`src/design/rqs_pkg.sv`:
```
// ----------------------------------------------------------------------------
// rqs_pkg: shared definitions for the retry queue sender
// Queue sizing, operation and link codes, register map, controller states and
// the command group passed from the controller to the datapath.
// ----------------------------------------------------------------------------
package rqs_pkg;

	// Ring queue sizing. The queue holds one byte fewer than its depth.
	localparam int QUEUE_DEPTH = 16;
	localparam int IDX_W       = (QUEUE_DEPTH > 2) ? $clog2(QUEUE_DEPTH) : 1;
	localparam int CNT_W       = IDX_W + 1;

	// Attempt counter.
	localparam int ATT_W = 9;
	localparam logic [ATT_W-1:0] ATT_SAT = '1;

	// Configuration port.
	localparam int ADDR_W = 3;
	localparam logic REG_ATTEMPT_LIMIT = 1'b0;
	localparam logic REG_NULL_CODE     = 1'b1;
	localparam logic [7:0] ATTEMPT_LIMIT_RST = 8'd3;
	localparam logic [7:0] NULL_CODE_RST     = 8'd0;

	// Operation codes.
	localparam logic OP_ENQUEUE = 1'b0;
	localparam logic OP_RETRY   = 1'b1;

	// Link outcome codes.
	localparam logic [1:0] LINK_PENDING = 2'd0;
	localparam logic [1:0] LINK_SUCCESS = 2'd1;
	localparam logic [1:0] LINK_ERROR   = 2'd2;

	// Controller states.
	typedef enum logic {
		ST_IDLE,
		ST_EXEC
	} state_t;

	// Commands from the controller to the datapath.
	typedef struct packed {
		logic capture;   // latch the accepted transaction and read the queue head
		logic execute;   // apply the transaction and load the result register
	} ctrl_cmd_t;

endpackage

```
`src/design/rqs_ctrl.sv`:
```
// ----------------------------------------------------------------------------
// rqs_ctrl: transaction sequencer of the retry queue sender
// Accepts one input transaction, lets the datapath apply it once the result
// register is free, and owns the result valid flag.
// ----------------------------------------------------------------------------
module rqs_ctrl
	import rqs_pkg::*;
(
	input  logic      clk,
	input  logic      arst_n,
	input  logic      item_valid,
	output logic      item_ready,
	output logic      res_valid,
	input  logic      res_ready,
	output ctrl_cmd_t cmd
);

	state_t state_q, state_d;
	logic   res_valid_q;

	// State register and result valid flag.
	always_ff @(posedge clk or negedge arst_n) begin
		if (!arst_n) begin
			state_q     <= ST_IDLE;
			res_valid_q <= 1'b0;
		end else begin
			state_q <= state_d;
			if (cmd.execute) begin
				res_valid_q <= 1'b1;
			end else if (res_ready) begin
				res_valid_q <= 1'b0;
			end
		end
	end

	// Next state and commands.
	always_comb begin
		state_d     = state_q;
		item_ready  = 1'b0;
		cmd.capture = 1'b0;
		cmd.execute = 1'b0;
		case (state_q)
			ST_IDLE: begin
				item_ready = 1'b1;
				if (item_valid) begin
					cmd.capture = 1'b1;
					state_d     = ST_EXEC;
				end
			end
			ST_EXEC: begin
				// The result register must be empty or emptying this cycle.
				if (!res_valid_q || res_ready) begin
					cmd.execute = 1'b1;
					state_d     = ST_IDLE;
				end
			end
			default: begin
				state_d = ST_IDLE;
			end
		endcase
	end

	assign res_valid = res_valid_q;

endmodule

```
`src/design/rqs_datapath.sv`:
```
// ----------------------------------------------------------------------------
// rqs_datapath: queue, retry state and configuration of the retry queue sender
// Holds the ring queue memory, its indexes, the held message with its attempt
// count, the configuration registers and the result register.
// ----------------------------------------------------------------------------
module rqs_datapath
	import rqs_pkg::*;
(
	input  logic              clk,
	input  logic              arst_n,
	input  ctrl_cmd_t         cmd,
	input  logic              op,
	input  logic [7:0]        message_byte,
	input  logic [1:0]        link_result,
	input  logic              psel,
	input  logic              penable,
	input  logic              pwrite,
	input  logic [ADDR_W-1:0] paddr,
	input  logic [31:0]       pwdata,
	output logic [31:0]       prdata,
	output logic [1:0]        send_count,
	output logic [7:0]        send_byte,
	output logic              dropped,
	output logic              gave_up,
	output logic              busy_res,
	output logic [3:0]        queue_count
);

	// Ring queue memory and registered head read.
	logic [7:0] mem_q [QUEUE_DEPTH];
	logic [7:0] head_q;

	// Queue and retry state.
	logic [IDX_W-1:0] wr_idx_q, rd_idx_q;
	logic [7:0]       cur_byte_q;
	logic             cur_valid_q;
	logic [ATT_W-1:0] attempt_q;

	// Configuration registers.
	logic [7:0] attempt_limit_q, null_code_q;

	// Latched transaction.
	logic       op_q;
	logic [7:0] msg_q;
	logic [1:0] link_q;

	// Result register.
	logic [1:0] send_count_q;
	logic [7:0] send_byte_q;
	logic       dropped_q, gave_up_q, busy_q;
	logic [3:0] count_q;

	// Next values worked out during execution.
	logic [IDX_W-1:0] wr_idx_d, rd_idx_d, wr_next, rd_next;
	logic [7:0]       cur_byte_d, sent_d;
	logic             cur_valid_d, dropped_d, gave_up_d, active, mem_we;
	logic [1:0]       sends_d;
	logic [ATT_W-1:0] attempt_d, attempt_inc;
	logic [CNT_W-1:0] count_full;
	logic             cfg_we;

	assign wr_next = (wr_idx_q == IDX_W'(QUEUE_DEPTH - 1)) ? '0 : wr_idx_q + 1'b1;
	assign rd_next = (rd_idx_q == IDX_W'(QUEUE_DEPTH - 1)) ? '0 : rd_idx_q + 1'b1;
	assign attempt_inc = (attempt_q == ATT_SAT) ? attempt_q : attempt_q + 1'b1;

	// Transaction semantics: enqueue, or one retry step.
	always_comb begin
		wr_idx_d    = wr_idx_q;
		rd_idx_d    = rd_idx_q;
		cur_byte_d  = cur_byte_q;
		cur_valid_d = cur_valid_q;
		attempt_d   = attempt_q;
		sends_d     = 2'd0;
		sent_d      = 8'd0;
		dropped_d   = 1'b0;
		gave_up_d   = 1'b0;
		mem_we      = 1'b0;
		active      = cur_valid_q;
		if (op_q == OP_ENQUEUE) begin
			if (wr_next == rd_idx_q) begin
				dropped_d = 1'b1;
			end else begin
				mem_we   = 1'b1;
				wr_idx_d = wr_next;
			end
		end else begin
			// An idle block loads the next byte; a null byte is consumed unsent.
			if (!cur_valid_q && (rd_idx_q != wr_idx_q)) begin
				rd_idx_d = rd_next;
				if (head_q != null_code_q) begin
					active     = 1'b1;
					cur_byte_d = head_q;
					attempt_d  = ATT_W'(1);
					sends_d    = 2'd1;
					sent_d     = head_q;
				end
			end
			if (active) begin
				case (link_q)
					LINK_SUCCESS: begin
						attempt_d   = '0;
						cur_valid_d = 1'b0;
					end
					LINK_ERROR: begin
						// The count after the raise decides between resend and give up.
						if (cur_valid_q) begin
							attempt_d = attempt_inc;
						end else begin
							attempt_d = ATT_W'(2);
						end
						if (attempt_d > {1'b0, attempt_limit_q}) begin
							attempt_d   = '0;
							cur_valid_d = 1'b0;
							gave_up_d   = 1'b1;
						end else begin
							cur_valid_d = 1'b1;
							sends_d     = sends_d + 2'd1;
							sent_d      = cur_byte_d;
						end
					end
					default: begin
						cur_valid_d = 1'b1;
					end
				endcase
			end
		end
	end

	// Bytes waiting after this transaction.
	always_comb begin
		if (wr_idx_d >= rd_idx_d) begin
			count_full = {1'b0, wr_idx_d} - {1'b0, rd_idx_d};
		end else begin
			count_full = {1'b0, wr_idx_d} + CNT_W'(QUEUE_DEPTH) - {1'b0, rd_idx_d};
		end
	end

	// Queue memory: write on enqueue, read the head when a transaction arrives.
	always_ff @(posedge clk) begin
		if (cmd.execute && mem_we) begin
			mem_q[wr_idx_q] <= msg_q;
		end
		if (cmd.capture) begin
			head_q <= mem_q[rd_idx_q];
		end
	end

	// Transaction latch and result register.
	always_ff @(posedge clk) begin
		if (cmd.capture) begin
			op_q   <= op;
			msg_q  <= message_byte;
			link_q <= link_result;
		end
		if (cmd.execute) begin
			send_count_q <= sends_d;
			send_byte_q  <= sent_d;
			dropped_q    <= dropped_d;
			gave_up_q    <= gave_up_d;
			busy_q       <= cur_valid_d;
			count_q      <= 4'(count_full);
			cur_byte_q   <= cur_byte_d;
		end
	end

	// Queue indexes and retry state.
	always_ff @(posedge clk or negedge arst_n) begin
		if (!arst_n) begin
			wr_idx_q    <= '0;
			rd_idx_q    <= '0;
			cur_valid_q <= 1'b0;
			attempt_q   <= '0;
		end else if (cmd.execute) begin
			wr_idx_q    <= wr_idx_d;
			rd_idx_q    <= rd_idx_d;
			cur_valid_q <= cur_valid_d;
			attempt_q   <= attempt_d;
		end
	end

	// Configuration registers.
	assign cfg_we = psel && penable && pwrite;

	always_ff @(posedge clk or negedge arst_n) begin
		if (!arst_n) begin
			attempt_limit_q <= ATTEMPT_LIMIT_RST;
			null_code_q     <= NULL_CODE_RST;
		end else if (cfg_we) begin
			if (paddr[2] == REG_ATTEMPT_LIMIT) begin
				attempt_limit_q <= pwdata[7:0];
			end else begin
				null_code_q <= pwdata[7:0];
			end
		end
	end

	assign prdata = (paddr[2] == REG_NULL_CODE) ? {24'd0, null_code_q}
	                                            : {24'd0, attempt_limit_q};

	assign send_count  = send_count_q;
	assign send_byte   = send_byte_q;
	assign dropped     = dropped_q;
	assign gave_up     = gave_up_q;
	assign busy_res    = busy_q;
	assign queue_count = count_q;

endmodule

```
`src/design/retry_queue_sender.sv`:
```
// ----------------------------------------------------------------------------
// retry_queue_sender: ring queue of failed bytes with a retry engine
// Top level joining the transaction sequencer and the queue datapath.
// ----------------------------------------------------------------------------
// A transaction is accepted in the idle state, which also reads the queue head
// from the ring memory, and applied in the execute state, when its result is
// loaded into the output register. A new transaction can be accepted while
// that result waits to be taken; the apply step stalls only while the output
// register is still full. An enqueue stores a byte or reports a drop when the
// 16-entry queue already holds 15 bytes. A retry step loads the next byte when
// no message is held, then acts on the link result; send_count tells how many
// times send_byte goes out in that step. The two registers (the attempt limit
// at address 0, null_code at address 4) are to be written through the APB port
// only while no transaction is in progress; the block does not enforce this.
module retry_queue_sender
	import rqs_pkg::*;
(
	input  logic              clk,
	input  logic              arst_n,
	input  logic              item_valid,
	output logic              item_ready,
	input  logic              op,
	input  logic [7:0]        message_byte,
	input  logic [1:0]        link_result,
	output logic              res_valid,
	input  logic              res_ready,
	output logic [1:0]        send_count,
	output logic [7:0]        send_byte,
	output logic              dropped,
	output logic              gave_up,
	output logic              busy_res,
	output logic [3:0]        queue_count,
	input  logic              psel,
	input  logic              penable,
	input  logic              pwrite,
	input  logic [ADDR_W-1:0] paddr,
	input  logic [31:0]       pwdata,
	output logic [31:0]       prdata,
	output logic              pready
);

	ctrl_cmd_t cmd;

	assign pready = 1'b1;

	// Transaction sequencer.
	rqs_ctrl u_ctrl (
		.clk        (clk),
		.arst_n     (arst_n),
		.item_valid (item_valid),
		.item_ready (item_ready),
		.res_valid  (res_valid),
		.res_ready  (res_ready),
		.cmd        (cmd)
	);

	// Queue, retry state and configuration.
	rqs_datapath u_dp (
		.clk          (clk),
		.arst_n       (arst_n),
		.cmd          (cmd),
		.op           (op),
		.message_byte (message_byte),
		.link_result  (link_result),
		.psel         (psel),
		.penable      (penable),
		.pwrite       (pwrite),
		.paddr        (paddr),
		.pwdata       (pwdata),
		.prdata       (prdata),
		.send_count   (send_count),
		.send_byte    (send_byte),
		.dropped      (dropped),
		.gave_up      (gave_up),
		.busy_res     (busy_res),
		.queue_count  (queue_count)
	);

	// A dropped enqueue never sends anything and never abandons a message.
	assert property (@(posedge clk) disable iff (!arst_n)
		res_valid && dropped |-> send_count == 2'd0 && !gave_up)
		else $error("dropped transaction carries a send or give-up");

	// An abandoned message is no longer held.
	assert property (@(posedge clk) disable iff (!arst_n)
		res_valid && gave_up |-> !busy_res)
		else $error("message still held after give-up");

	// An accepted transaction keeps the input closed for the next cycle.
	assert property (@(posedge clk) disable iff (!arst_n)
		item_valid && item_ready |=> !item_ready)
		else $error("input reopened while a transaction is at work");

	// Nothing is reported as sent when the send count is zero.
	assert property (@(posedge clk) disable iff (!arst_n)
		res_valid && send_count == 2'd0 |-> send_byte == 8'd0)
		else $error("send byte set without a send");

endmodule
```
`config.mk`:
```
export PLATFORM = sky130hd
export DESIGN_NAME = retry_queue_sender
export DESIGN_NICKNAME = d
export VERILOG_FILES = /design/src/design/rqs_pkg.sv /design/src/design/rqs_ctrl.sv /design/src/design/rqs_datapath.sv /design/src/design/retry_queue_sender.sv
export SDC_FILE = /design/constraint.sdc
export NUM_CORES = 1
export LEC_CHECK = 0
export ABC_CLOCK_PERIOD_IN_PS = 3810
export CORE_UTILIZATION = 60
export DETAILED_ROUTE_END_ITERATION = 10
export DONT_BUFFER_PORTS = 1
export GPL_ROUTABILITY_DRIVEN = 0
export PLACE_DENSITY_LB_ADDON = 0.08
export SETUP_SLACK_MARGIN = 0.5
export SYNTH_ARGS = -nofsm -noshare
export SYNTH_HDL_FRONTEND = slang
export SYNTH_HIERARCHICAL = 1
export SYNTH_SLANG_ARGS = --single-unit
export TNS_END_PERCENT = 10
```
`constraint.sdc`:
```
create_clock -name clk -period 3.81 [get_ports clk]
set_input_delay 0.5715 -clock clk [delete_from_list [all_inputs] [get_ports clk]]
set_output_delay 0.5715 -clock clk [all_outputs]
set_load 0.02 [all_outputs]
```
After elaboration in Yosys (flattened, before gate mapping)
Memory sizes are Yosys's and may differ from the RTL's. A register that Yosys moved wholly into a read port is not among the register bits. Cells that the tools add are included.

Bitwise operators: 2. $lt $le $gt $ge: 2. Equality and inequality tests: 8. Multiplexer cells: 53. Reduce and logical (&&, ||, !) cells: 12. Add/sub/neg operators: 7.

Operator list (number): 2-to-1 mux 9 bit (9); 2-to-1 mux 8 bit (8); 2-to-1 mux 4 bit (7); 2-to-1 mux 1 bit (21); one-hot mux 9 bit (2 select lines) (1); adder 4 x 1 -> 4 bit (second input constant) (3); 2-to-1 mux 2 bit (5); adder 9 x 1 -> 9 bit (second input constant) (1); == test 9 bit (second input constant) (1); > comparator 9 x 8 -> 1 bit (1); == test 4 bit (second input constant) (2); != test 8 bit (1); subtractor 4 bit (2); AND reduction 2 bit (3); == test 4 bit (1); greater-or-equal comparator 4 bit (1); logical AND 1 bit (4); != test 4 bit (1); one-hot mux 1 bit (2 select lines) (2); AND reduction 3 bit (1); adder 2 x 1 -> 2 bit (second input constant) (1); == test 2 x 1 -> 1 bit (second input constant) (1); == test 2 bit (second input constant) (1); zero test 1 bit (2); other kinds (3) (4).

Bits in writable memories: 128. Output and inout port bits: 52. Input port bits: 53. Word-level logic and storage cells: 103. Register bits after elaboration: 72. Memories kept: 1.

Memories: u_dp.mem_q (words 16, bits a word 8, read ports 1, clocked after memory_dff 1, write ports 1, RTL line rqs_datapath.sv:30) `logic [7:0] mem_q [QUEUE_DEPTH];`.

Depth between registers and ports, before layout
Gate-level depths: netlist of the first run.

Depth in word-level cells: 11. Gate-level depth with buffers: 12.

Hierarchy
The synthesis of the first run kept the hierarchy.

By module, submodules not included: rqs_datapath (cells each 581, area an instance 9272.6 um^2, instances 1); rqs_ctrl (cells each 8, area an instance 93.8 um^2, instances 1); retry_queue_sender (cells each 2, area an instance 11.3 um^2, instances 1).

Least setup slack after synthesis of the first run
OpenSTA, ideal clock, no wires.

Kind: reg2reg. Start point: reg u_dp.attempt_q[0]. End point: reg u_dp.send_count_q[0] (netlist: u_dp/send_count[0]), data pin. Arrival time: 2.871 ns. Path buffers: 1. Slack: 0.656 ns. Stages on the path, launching flop included: 13. Data required time: 3.528 ns. Cells stage by stage: dfrtp_1 -> ha_1 -> nand3_1 -> nor3_1 -> mux2i_1 -> nand2_1 -> ha_1 -> nand4_1 -> or3_1 -> o211ai_1 -> and2_1 -> clkbuf_1 -> a211oi_1.

Longest elaborated chain between the ends: 10. Elaborated cells on any way between the ends: 11. Classes of those cells: 1 x add/sub; 1 x order compare; 1 x eq/ne; 8 x mux.

RTL lines: start: declaration (RTL line rqs_datapath.sv:37) `logic [ATT_W-1:0] attempt_q;`; start signal: assignment (RTL line rqs_datapath.sv:177) `attempt_q <= attempt_d;`; adder 9 x 1 -> 9 bit or == test 9 bit (tied branches) (RTL line rqs_datapath.sv:64) `assign attempt_inc = (attempt_q == ATT_SAT) ? attempt_q : attempt_q + 1'b1;`; 2-to-1 mux 9 bit (*) (RTL line rqs_datapath.sv:64); 2-to-1 mux 9 bit (*) (RTL line rqs_datapath.sv:106) `if (cur_valid_q) begin`; 2-to-1 mux 9 bit (*) (RTL line rqs_datapath.sv:99) `case (link_q)`; 2-to-1 mux 9 bit (*) (RTL line rqs_datapath.sv:98) `if (active) begin`; 2-to-1 mux 9 bit (*) (RTL line rqs_datapath.sv:79) `if (op_q == OP_ENQUEUE) begin`; > comparator 9 x 8 -> 1 bit (*) (RTL line rqs_datapath.sv:111) `if (attempt_d > {1'b0, attempt_limit_q}) begin`; 2-to-1 mux 2 bit (*) (RTL line rqs_datapath.sv:111); 2-to-1 mux 2 bit (*) (RTL line rqs_datapath.sv:99); 2-to-1 mux 2 bit (*) (RTL line rqs_datapath.sv:98); end signal: assignment (RTL line rqs_datapath.sv:156) `send_count_q <= sends_d;`; end: declaration (RTL line rqs_datapath.sv:48) `logic [1:0] send_count_q;`.

Mark *: on every way between the ends. The rest lies on a longest branch, timed or not. The select of a mux whose other input is x is not followed. A chain may end at the register's enable or synchronous reset.

Worst setup path in the final report of the first run
Start point: reg u_dp.wr_idx_q[1]. End point: reg u_dp.count_q[3] (netlist: u_dp/queue_count[3]), data pin.

Longest elaborated chain between the ends: 8. Elaborated cells on any way between the ends: 15. Classes of those cells: 4 x add/sub; 1 x order compare; 3 x eq/ne; 6 x mux; 1 x reduce/logical.

RTL lines: start: declaration (RTL line rqs_datapath.sv:34) `logic [IDX_W-1:0] wr_idx_q, rd_idx_q;`; start signal: assignment (RTL line rqs_datapath.sv:174) `wr_idx_q <= wr_idx_d;`; adder 4 x 1 -> 4 bit or == test 4 bit (tied branches) (RTL line rqs_datapath.sv:62) `assign wr_next = (wr_idx_q == IDX_W'(QUEUE_DEPTH - 1)) ? '0 : wr_idx_q + 1'b1;`; 2-to-1 mux 4 bit (RTL line rqs_datapath.sv:62); == test 4 bit (RTL line rqs_datapath.sv:80) `if (wr_next == rd_idx_q) begin`; 2-to-1 mux 4 bit (RTL line rqs_datapath.sv:80); 2-to-1 mux 4 bit (*) (RTL line rqs_datapath.sv:79); named net u_dp.wr_idx_d[1] (RTL line rqs_datapath.sv:54) `logic [IDX_W-1:0] wr_idx_d, rd_idx_d, wr_next, rd_next;`; adder 4 x 1 -> 4 bit (RTL line rqs_datapath.sv:134) `count_full = {1'b0, wr_idx_d} + CNT_W'(QUEUE_DEPTH) - {1'b0, rd_idx_d};`; subtractor 4 bit (RTL line rqs_datapath.sv:134); 2-to-1 mux 4 bit (*) (RTL line rqs_datapath.sv:131) `if (wr_idx_d >= rd_idx_d) begin`; named net u_dp.count_full[3] (RTL line rqs_datapath.sv:59) `logic [CNT_W-1:0] count_full;`; end signal: assignment (RTL line rqs_datapath.sv:161) `count_q <= 4'(count_full);`; end: declaration (RTL line rqs_datapath.sv:51) `logic [3:0] count_q;`.

The timed path passes the listed nets; every way through them passes the cells marked *.

==> results.cfg, run 1 <==
[hold_path]
worstHoldPathType = primary input to flip-flop

[clocking]
cts_buffers = 22
clock-sinks = 208
cts_root_buf = clkbuf_16
htree_levels = 1
clk_pin_slew_ns = 0.06
clock_latency_ns = 0.52
cts_tree = done
cts_buffer_depth = 3

[layout]
n_antenna_cell = 0
area_growth_pct = 9.29
layout_common_cells = edfxtp_1, nand2_1, mux4_2
mostFrequentLayoutCell = edfxtp_1
post_route_cells_drive_above_1_share_pct = 21.8
nets = 675

[timing]
rsz0062_at_grt = yes
setup_viol = 0
drv_slew = 0
setup_tns_ns = 0
max_slew_margin_pct = 24.6
fin_crit_sh_pct = 85.4
hold_viol = 0
fin_crit_ns = 3.25
fmax_mhz = 307
tightest_slew_ns = 1.13
hold_slack_ns = 0.143
clock_skew_ns = 0.0255

[detailed_routing]
wl_um = 18500
ant_nets = 0
via_per_inst = 6.24
wire_per_inst_um = 22.9
drt_iter0_drc = 300
route.vias.total = 5029
drc_errors = 0
first_pass_iters = 5

[die]
num_io_pins = 105
dieArea_um2 = 16100
die_h_um = 127
start_util_pct = 61.7
die_x_um = 127
rows = 45
coreArea_um2 = 15200

[pwr]
seqPwrFrac_pct = 43.7
p_int_w = 0.00488
swShare_pct = 30.2
clkPwrFrac_pct = 29.7
vdd_drop_max_uv = 436
p_switching_w = 0.00211
leakage_nw = 3.70
comb_power_share_pct = 26.6
power_w = 0.00699
pwr_density_cell_nw_per_um2 = 682

[worst_setup_path]
crit_top_cell = ha_1
crit_path_end_kind = flip-flop
critPathRequiredTime_ns = 4.05
path_class = flip-flop to flip-flop
arrival_ns = 3.50
start_kind = flip-flop
slowest_stage = dfrtp_2
slowest_delay_ns = 0.46
cp_cell_sequence = inv_1, ha_1, xnor2_2, nand4_1, nor3b_4, nor3_4, mux2_2, ha_1, nand2_1, o21ai_0, xnor3_1
worst-path-max-fanout = 9

[synthesis]
yosys_warnings = 6
yosysSeqAreaShare_pct = 64.7
synthFlopType = edfxtp_1
synth.distinct_cells = 62
synth_area_um2 = 9380
syn_inst = 591
async_reset_ff_share_pct = 17.3
synth_area_per_cell_um2 = 15.9
synth_seq_cells = 208
synth-edff-count = 172

[placement]
port_buffers = 0
dp_hpwl_um = 12000

[global_routing]
grt_use_total_pct = 24.0
grt_pass1_wl_um = 28300
grt_max_degree = 39
antenna_found_initial = 0
first_global_vias = 4945
overflow = 0

[status]
run_status = finished, final reports clean

[job]
maxCapViolCount = 0
-- power groups by stage --
stage          Sequential [W]  Clock, W  Combinational (W)
3_3_place_gp          0.00309         0            0.00178
3_5_place_dp          0.00310         0            0.00182
2_1_floorplan         0.00299         0            0.00155
5_1_grt               0.00308   0.00220            0.00204
4_1_cts               0.00305   0.00213            0.00185
6_report              0.00305   0.00208            0.00186
-- synth_stat cells (3+ instances only) --
library cell | instances | area share [%]
edfxtp_1 | 172 | 55
buf_4 | 28 | 2.2
nor3_1 | 6 | 0.32
dfrtp_1 | 34 | 9.1
nor2_1 | 10 | 0.40
and3_2 | 4 | 0.32
mux2_2 | 25 | 3.0
and2_1 | 6 | 0.40
inv_1 | 24 | 0.96
mux2i_1 | 7 | 0.75
ha_1 | 19 | 2.5
clkbuf_1 | 12 | 0.48
mux4_2 | 40 | 9.6
and3_1 | 15 | 1.0
xnor2_1 | 18 | 1.7
a32o_1 | 7 | 0.75
a21oi_1 | 17 | 0.91
buf_2 | 6 | 0.32
o211ai_1 | 5 | 0.40
nand3_1 | 8 | 0.43
nand2_1 | 43 | 1.7
o21ai_0 | 15 | 0.80
buf_6 | 3 | 0.36
xor2_1 | 3 | 0.28
a31oi_1 | 5 | 0.33
nand4_1 | 15 | 1.0
-- flip-flops by register name, summed over array words and instances, names as in the netlist --
name                  flops
u_ctrl/res_valid          1
u_ctrl/state_q            1
u_dp/attempt_limit_q      8
u_dp/attempt_q            9
u_dp/busy_res             1
u_dp/cur_byte_q           8
u_dp/cur_valid_q          1
u_dp/dropped              1
u_dp/gave_up              1
u_dp/head_q               8
u_dp/link_q               2
u_dp/mem_q              128
u_dp/msg_q                8
u_dp/null_code_q          8
u_dp/op_q                 1
u_dp/queue_count          4
u_dp/rd_idx_q             4
u_dp/send_byte            8
u_dp/send_count           2
u_dp/wr_idx_q             4
-- layer usage --
layer / part of all wire, % / wire length, µm / global-route usage (%) / vias up
met5: 0 / 0 / 0 / -
met3: 5.8 / 1080 / 4.31 / 35
met4: 2.7 / 502 / 8.40 / 0
met1: 39 / 7210 / 30.0 / 2544
met2: 52 / 9700 / 42.4 / 186
li1: - / - / - / 2264
-- final timing paths --
path	cells past startpoint	slack, ns	end	start
min in group asynchronous	2	0.54	u_dp/wr_idx_q[0]$_DFFE_PN0P_	arst_n
worst min-delay path	0	0.14	u_dp/msg_q[7]$_DFFE_PP_	message_byte[7]
max in group asynchronous	2	3.00	u_dp/attempt_limit_q[0]$_DFFE_PN1P_	arst_n
worst min register to register	1	0.50	u_dp/attempt_limit_q[6]$_DFFE_PN0P_	u_dp/attempt_limit_q[6]$_DFFE_PN0P_
worst max register to register	11	0.56	u_dp/queue_count[3]$_DFFE_PP_	u_dp/wr_idx_q[1]$_DFFE_PN0P_
worst max-delay path	11	0.56	u_dp/queue_count[3]$_DFFE_PP_	u_dp/wr_idx_q[1]$_DFFE_PN0P_
-- final cells by class --
type                       count  area (µm²)
sequential                   208        6070
tap                          188         235
inverter                      26        97.6
timing repair buffer          13         113
clock inverter                14         143
fill                        1005        4950
clock buffer                  26         576
multi-input combinational    331        3010
-- worst max-delay path: cells and delay by family, from the launching register on --
family | cells | cell delay, ns
xor gates and xnor gates | 2 | 0.64
and+or+nand+nor | 4 | 0.66
buffers and inverters | 1 | 0.10
AOI/OAI and AO/OA | 1 | 0.15
muxes | 1 | 0.31
DFF | 1 | 0.46
adders and majority gates | 2 | 0.65
-- repair_timing --
action                     4_1_cts  5_1_grt
hold buffers                     2        0
hold endpoints to repair        36        0
gates resized for setup          3        9
pin swaps                        1        0
buffers inserted                 1        1
setup endpoints to repair        2       79
-- kinds of logic (layout without fill, tap and decap cells) --
kind of cell    count (synthesis)  in the layout  share of synthesized area, %
xor+xnor                       23             23                          2.44
compound gates                 69             69                          4.99
mux                            72             72                          13.4
fa+ha+maj                      20             20                          2.75
simple gates                  122            122                          7.23
flops                         208            208                          64.7
buf+inv                        75             79                          4.44
other cells                     2             25                        0.0801
-- stage by stage --
stage | instances | util (%) | setup slack, ns | area [µm²]
after global routing | 806 | 67.4 | 0.414 | 10200
after global placement | 762 | 62.2 | 0.396 | 9450
final | 806 | 67.4 | 0.555 | 10200
after detailed placement | 762 | 62.2 | 0.296 | 9450
after CTS | 805 | 67.2 | 0.490 | 10200
after floorplan | 614 | - | 0.656 | 9460
No activity file was read; power rests on OpenSTA's default activity.
==> run 2: changes to the inputs <==
RECOVER_POWER = 25   (was not set)
==> run 2 against run 1 <==
  * The flow now finishes with violations (max-capacitance violations, max-slew violations)
  * Largest power group unchanged
  * Highest routed layer unchanged
  * Count of clock-buffer cells in the layout is the same
  * Final cell count is the same
  * Worst hold slack lost 0.0022 ns
==> results.cfg, run 2 (same netlist as run 1, synthesis figures left out) <==
[worst_setup_path]
path_class = flip-flop to flip-flop
crit_path_end_kind = flip-flop
rr_worst_depth = 11
rr_startpoint = u_dp/wr_idx_q[1]$_DFFE_PN0P_
timing.reg2reg.setup_slack_ns = 0.56
start_kind = flip-flop
crit_path_end = u_dp/queue_count[3]$_DFFE_PP_
worst-path-max-fanout = 9
startpoint = u_dp/wr_idx_q[1]$_DFFE_PN0P_
arrival_ns = 3.49
r2r-end = u_dp/queue_count[3]$_DFFE_PP_
critPathRequiredTime_ns = 4.05

[status]
run_status = finished with violations
violations = max-capacitance violations, max-slew violations

[global_routing]
antenna_found_initial = 0
first_global_vias = 4945
grt_max_degree = 39
overflow = 0
grt_use_total_pct = 24.0
grt_pass1_wl_um = 28300

[detailed_routing]
drt_iter0_drc = 260
ant_nets = 0
drc_errors = 0
wire_per_inst_um = 23.0
first_pass_iters = 5
via_per_inst = 6.23
wl_um = 18500
route.vias.total = 5022

[pwr]
p_switching_w = 0.00212
seqPwrFrac_pct = 43.7
swShare_pct = 30.3
pwr_density_cell_nw_per_um2 = 684
comb_power_share_pct = 26.6
vdd_drop_max_uv = 436
p_int_w = 0.00487
clkPwrFrac_pct = 29.7
leakage_nw = 3.69

[timing]
rsz0062_at_grt = yes
max_slew_margin_pct = -42.6
tightest_slew_ns = 2.14
fin_crit_sh_pct = 85.3
fin_crit_ns = 3.25
setup_tns_ns = 0
hold_viol = 0
fmax_mhz = 308
clock_skew_ns = 0.0260
setup_viol = 0
drv_slew = 37

[placement]
dp_hpwl_um = 12000
port_buffers = 0
dp.cells = 762

[clocking]
clock_latency_ns = 0.52
cts_buffers = 22
cts_root_buf = clkbuf_16
clock-sinks = 208
clk_pin_slew_ns = 0.06
cts_buffer_depth = 3
cts_tree = done
htree_levels = 1

[die]
start_util_pct = 61.7
coreArea_um2 = 15200
rows = 45
num_io_pins = 105
dieArea_um2 = 16100
die_h_um = 127
die_x_um = 127

[layout]
n_fill_cell = 1006
largest_registers = u_dp/mem_q (128), u_dp/attempt_q (9)
fin_cells = 806
mostFrequentLayoutCell = edfxtp_1
largest_register = u_dp/mem_q
area_growth_pct = 9.06
n_antenna_cell = 0
layout_common_cells = edfxtp_1, nand2_1, mux4_2
largest_reg_flops = 128
post_route_cells_drive_above_1_share_pct = 21.7
nets = 675

[job]
maxCapViolCount = 1

[hold_path]
worstHoldPathType = primary input to flip-flop
run 2: power groups by stage:
stage	combinational [W]	clock (W)	sequential (W)
after floorplan	0.00155	0	0.00299
after global placement	0.00178	0	0.00309
after detailed placement	0.00182	0	0.00310
after CTS	0.00185	0.00213	0.00305
after global routing	0.00204	0.00220	0.00308
final	0.00186	0.00208	0.00305
run 2: cell type report:
class,count,area [µm²],share of cell area (%)
well taps,188,235,2.30
repair buffers,13,96.3,0.942
inverters,26,97.6,0.954
flip-flops and latches,208,6070,59.4
clock buffers,26,576,5.63
clock inverters,14,143,1.39
multi-input cells,331,3010,29.4
run 2: worst min path at each step:
stage,start,end,slack [ns],depth (start not counted)
floorplan,arst_n,u_ctrl/res_valid$_DFFE_PN0P_,0.28,0
global placement,arst_n,u_dp/attempt_limit_q[2]$_DFFE_PN0P_,0.28,0
detailed placement,arst_n,u_dp/attempt_limit_q[2]$_DFFE_PN0P_,0.28,0
CTS,message_byte[7],u_dp/msg_q[7]$_DFFE_PP_,0.12,0
global route,message_byte[7],u_dp/msg_q[7]$_DFFE_PP_,0.12,0
finish,message_byte[7],u_dp/msg_q[7]$_DFFE_PP_,0.14,0
run 2: metal layers:
metal  GRT usage, %  share of wire, %  vias up
li1               -                 -     2265
met5              0                 0        -
met1           30.0                39     2542
met3           4.31               5.3       35
met4           8.40               2.7        0
met2           42.4                53      180
run 2: metrics by stage:
step                utilization [%]  setup WS, ns  instance area (µm²)  power (W)  hold slack [ns]
detailed placement             62.2         0.296                 9450    0.00491            0.277
CTS                            67.2         0.490                10200    0.00702            0.121
floorplan                         -         0.656                 9460    0.00454            0.276
global route                   67.3         0.414                10200    0.00732            0.118
finish                         67.3         0.560                10200    0.00699            0.141
global placement               62.2         0.396                 9450    0.00486            0.277
run 2: critical path, stage by stage, from the launching register on:
cell and delay [ns]:
dfrtp_2 0.46, inv_1 0.10, ha_1 0.37, xnor2_2 0.22, nand4_1 0.20, nor3b_4 0.33
nor3_4 0.08, mux2_2 0.31, ha_1 0.28, nand2_1 0.05, o21ai_0 0.15, xnor3_1 0.42
run 2: timing repair:
item | CTS | global route
endpoints found under the setup margin | 2 | 79
setup buffers | 1 | 1
hold endpoints to repair | 36 | 0
hold buffers | 2 | 0
pin swaps | 1 | 0
gates cloned | 0 | 0
resized for setup | 3 | 9
==> run 3: changes to the inputs <==
PLACE_DENSITY_LB_ADDON = 0.25   (was 0.08)
==> run 3 against run 2 <==
  * The flow still finishes with violations (max-capacitance violations, max-slew violations)
  * Worst hold slack better by 0.027 ns
  * First-iteration DRC count is 45% higher
  * Via count is 2.0% higher
  * Critical endpoint is now u_dp/send_byte[2]$_SDFFCE_PN0P_
  * Core utilization is 0.32 points lower
  * Clock skew is 0.0069 ns lower
  * Sequential share of layout area is 0.30 points higher
  * Fmax is 2.9% higher
  * Design area is 0.48% lower
  * Sequential cell count stayed put
  * Critical path depth is 2 higher
  * Global-route usage is 0.058 points lower
==> results.cfg, run 3 (same netlist as run 1, synthesis figures left out) <==
[global_routing]
grt_pass1_wl_um = 28700
antenna_found_initial = 0
grt_max_degree = 39
first_global_vias = 5005
grt_use_total_pct = 23.9
overflow = 0

[worst_setup_path]
arrival_ns = 3.49
cp_num_buf_inv = 2
slowest_delay_ns = 0.41
worst-path-max-fanout = 6
slowest_stage = dfrtp_1
critPathRequiredTime_ns = 4.14
start_kind = flip-flop
cp_cell_sequence = ha_2, nand3_1, nor3_1, buf_4, mux2i_2, nand2_1, ha_1, nand4_1, or3_1, o211ai_1, buf_4, nand4_1, a21oi_1
critPathTopFamily = simple AND/OR/NAND/NOR gates
path_class = flip-flop to flip-flop
crit_path_end_kind = flip-flop

[layout]
area_growth_pct = 8.54
n_antenna_cell = 0
final_util_pct = 67.0
mostFrequentLayoutCell = edfxtp_1
nets = 682
largest_reg_flops = 128
stdcell_area_um2 = 10200
n_fill_cell = 996
largest_register = u_dp/mem_q
largest_registers = u_dp/mem_q (128), u_dp/attempt_q (9)
layout_common_cells = edfxtp_1, nand2_1, mux4_2
post_route_cells_drive_above_1_share_pct = 21.9

[detailed_routing]
wire_per_inst_um = 22.9
drt_iter0_drc = 378
route.vias.total = 5123
via_per_inst = 6.34
ant_nets = 0
wl_um = 18500
first_pass_iters = 5
drc_errors = 0

[die]
die_x_um = 127
coreArea_um2 = 15200
start_util_pct = 61.7
rows = 45
dieArea_um2 = 16100
num_io_pins = 105
die_h_um = 127

[pwr]
pwr_density_cell_nw_per_um2 = 679
vdd_drop_max_uv = 471
leakage_nw = 3.67

[clocking]
clk_pin_slew_ns = 0.06
cts_root_buf = clkbuf_16
clock_latency_ns = 0.50
cts_tree = done
cts_buffer_depth = 3
clock-sinks = 208
htree_levels = 1
cts_buffers = 21

[timing]
clock_skew_ns = 0.0192
fmax_mhz = 317
fin_crit_ns = 3.16
rsz0062_at_grt = no
tightest_slew_ns = 2.10
setup_tns_ns = 0
hold_viol = 0
fin_crit_sh_pct = 82.9
drv_slew = 37
max_slew_margin_pct = -40.1
setup_viol = 0

[placement]
dp_hpwl_um = 12200
port_buffers = 0
postPlaceCellArea_um2 = 9460

[status]
violations = max-capacitance violations, max-slew violations
run_status = finished with violations

[job]
maxCapViolCount = 1

[hold_path]
worstHoldPathType = primary input to flip-flop
-- run 3: worst paths after layout --
check / start / endpoint / slack, ns / cells after the start
max in group asynchronous: arst_n / u_dp/rd_idx_q[0]$_DFFE_PN0P_ / 1.20 / 2
hold / removal: link_result[0] / u_dp/link_q[0]$_DFFE_PP_ / 0.17 / 0
setup reg to reg: u_dp/attempt_q[1]$_DFFE_PN0P_ / u_dp/send_byte[2]$_SDFFCE_PN0P_ / 0.65 / 13
setup / recovery: u_dp/attempt_q[1]$_DFFE_PN0P_ / u_dp/send_byte[2]$_SDFFCE_PN0P_ / 0.65 / 13
hold reg to reg: u_dp/attempt_limit_q[2]$_DFFE_PN0P_ / u_dp/attempt_limit_q[2]$_DFFE_PN0P_ / 0.51 / 1
min in group asynchronous: arst_n / u_dp/attempt_limit_q[5]$_DFFE_PN0P_ / 1.24 / 2
-- run 3: cell type report --
class                   count  area (µm²)  share of cell area, %
repair buffers             21         154                   1.51
multi-input cells         331        3010                   29.6
inverters                  26        97.6                  0.959
flip-flops and latches    208        6070                   59.7
clock buffers              27         548                   5.38
clock inverters             7        60.1                  0.590
well taps                 188         235                   2.31
-- run 3: worst reg2reg max path, cell delays in order (launching register included) --
cell,delay [ns]
dfrtp_1,0.41
ha_2,0.25
nand3_1,0.14
nor3_1,0.19
buf_4,0.17
mux2i_2,0.24
nand2_1,0.09
ha_1,0.30
nand4_1,0.12
or3_1,0.36
o211ai_1,0.18
buf_4,0.23
nand4_1,0.11
a21oi_1,0.21
-- run 3: per-layer routing --
layer  global-route usage (%)  vias to the layer above  routed length, µm
met5                        0                        -                  0
met4                     10.3                        0                814
met3                     3.31                       49                905
met2                     38.3                      206               8870
met1                     33.6                     2596               7880
li1                         -                     2272                  -
-- run 3: stage by stage --
| step | worst slack, ns | instances | total power [W] | hold WS [ns] |
|---|---|---|---|---|
| 3_3_place_gp | 0.395 | 764 | 0.00489 | 0.277 |
| 4_1_cts | 0.513 | 801 | 0.00686 | 0.161 |
| 5_1_grt | 0.478 | 808 | 0.00722 | 0.161 |
| 3_5_place_dp | 0.309 | 764 | 0.00496 | 0.277 |
| 2_1_floorplan | 0.656 | 614 | 0.00454 | 0.276 |
| 6_report | 0.652 | 808 | 0.00691 | 0.168 |
-- run 3: report_power, final --
group	total [W]	leakage (nW)	switching, W	internal (W)
clock network	0.00186	0.295	0.000790	0.00107
registers	0.00306	2.01	0.000282	0.00278
logic	0.00198	1.37	0.00106	0.000920
-- run 3: timing repair --
item                                    CTS  global route
hold buffers                              2             0
pin swaps                                 1             4
gates cloned                              0             1
endpoints found under the setup margin    1            94
gates resized for setup                   3            11
setup buffers                             1             6
endpoints found under the hold margin    36             0
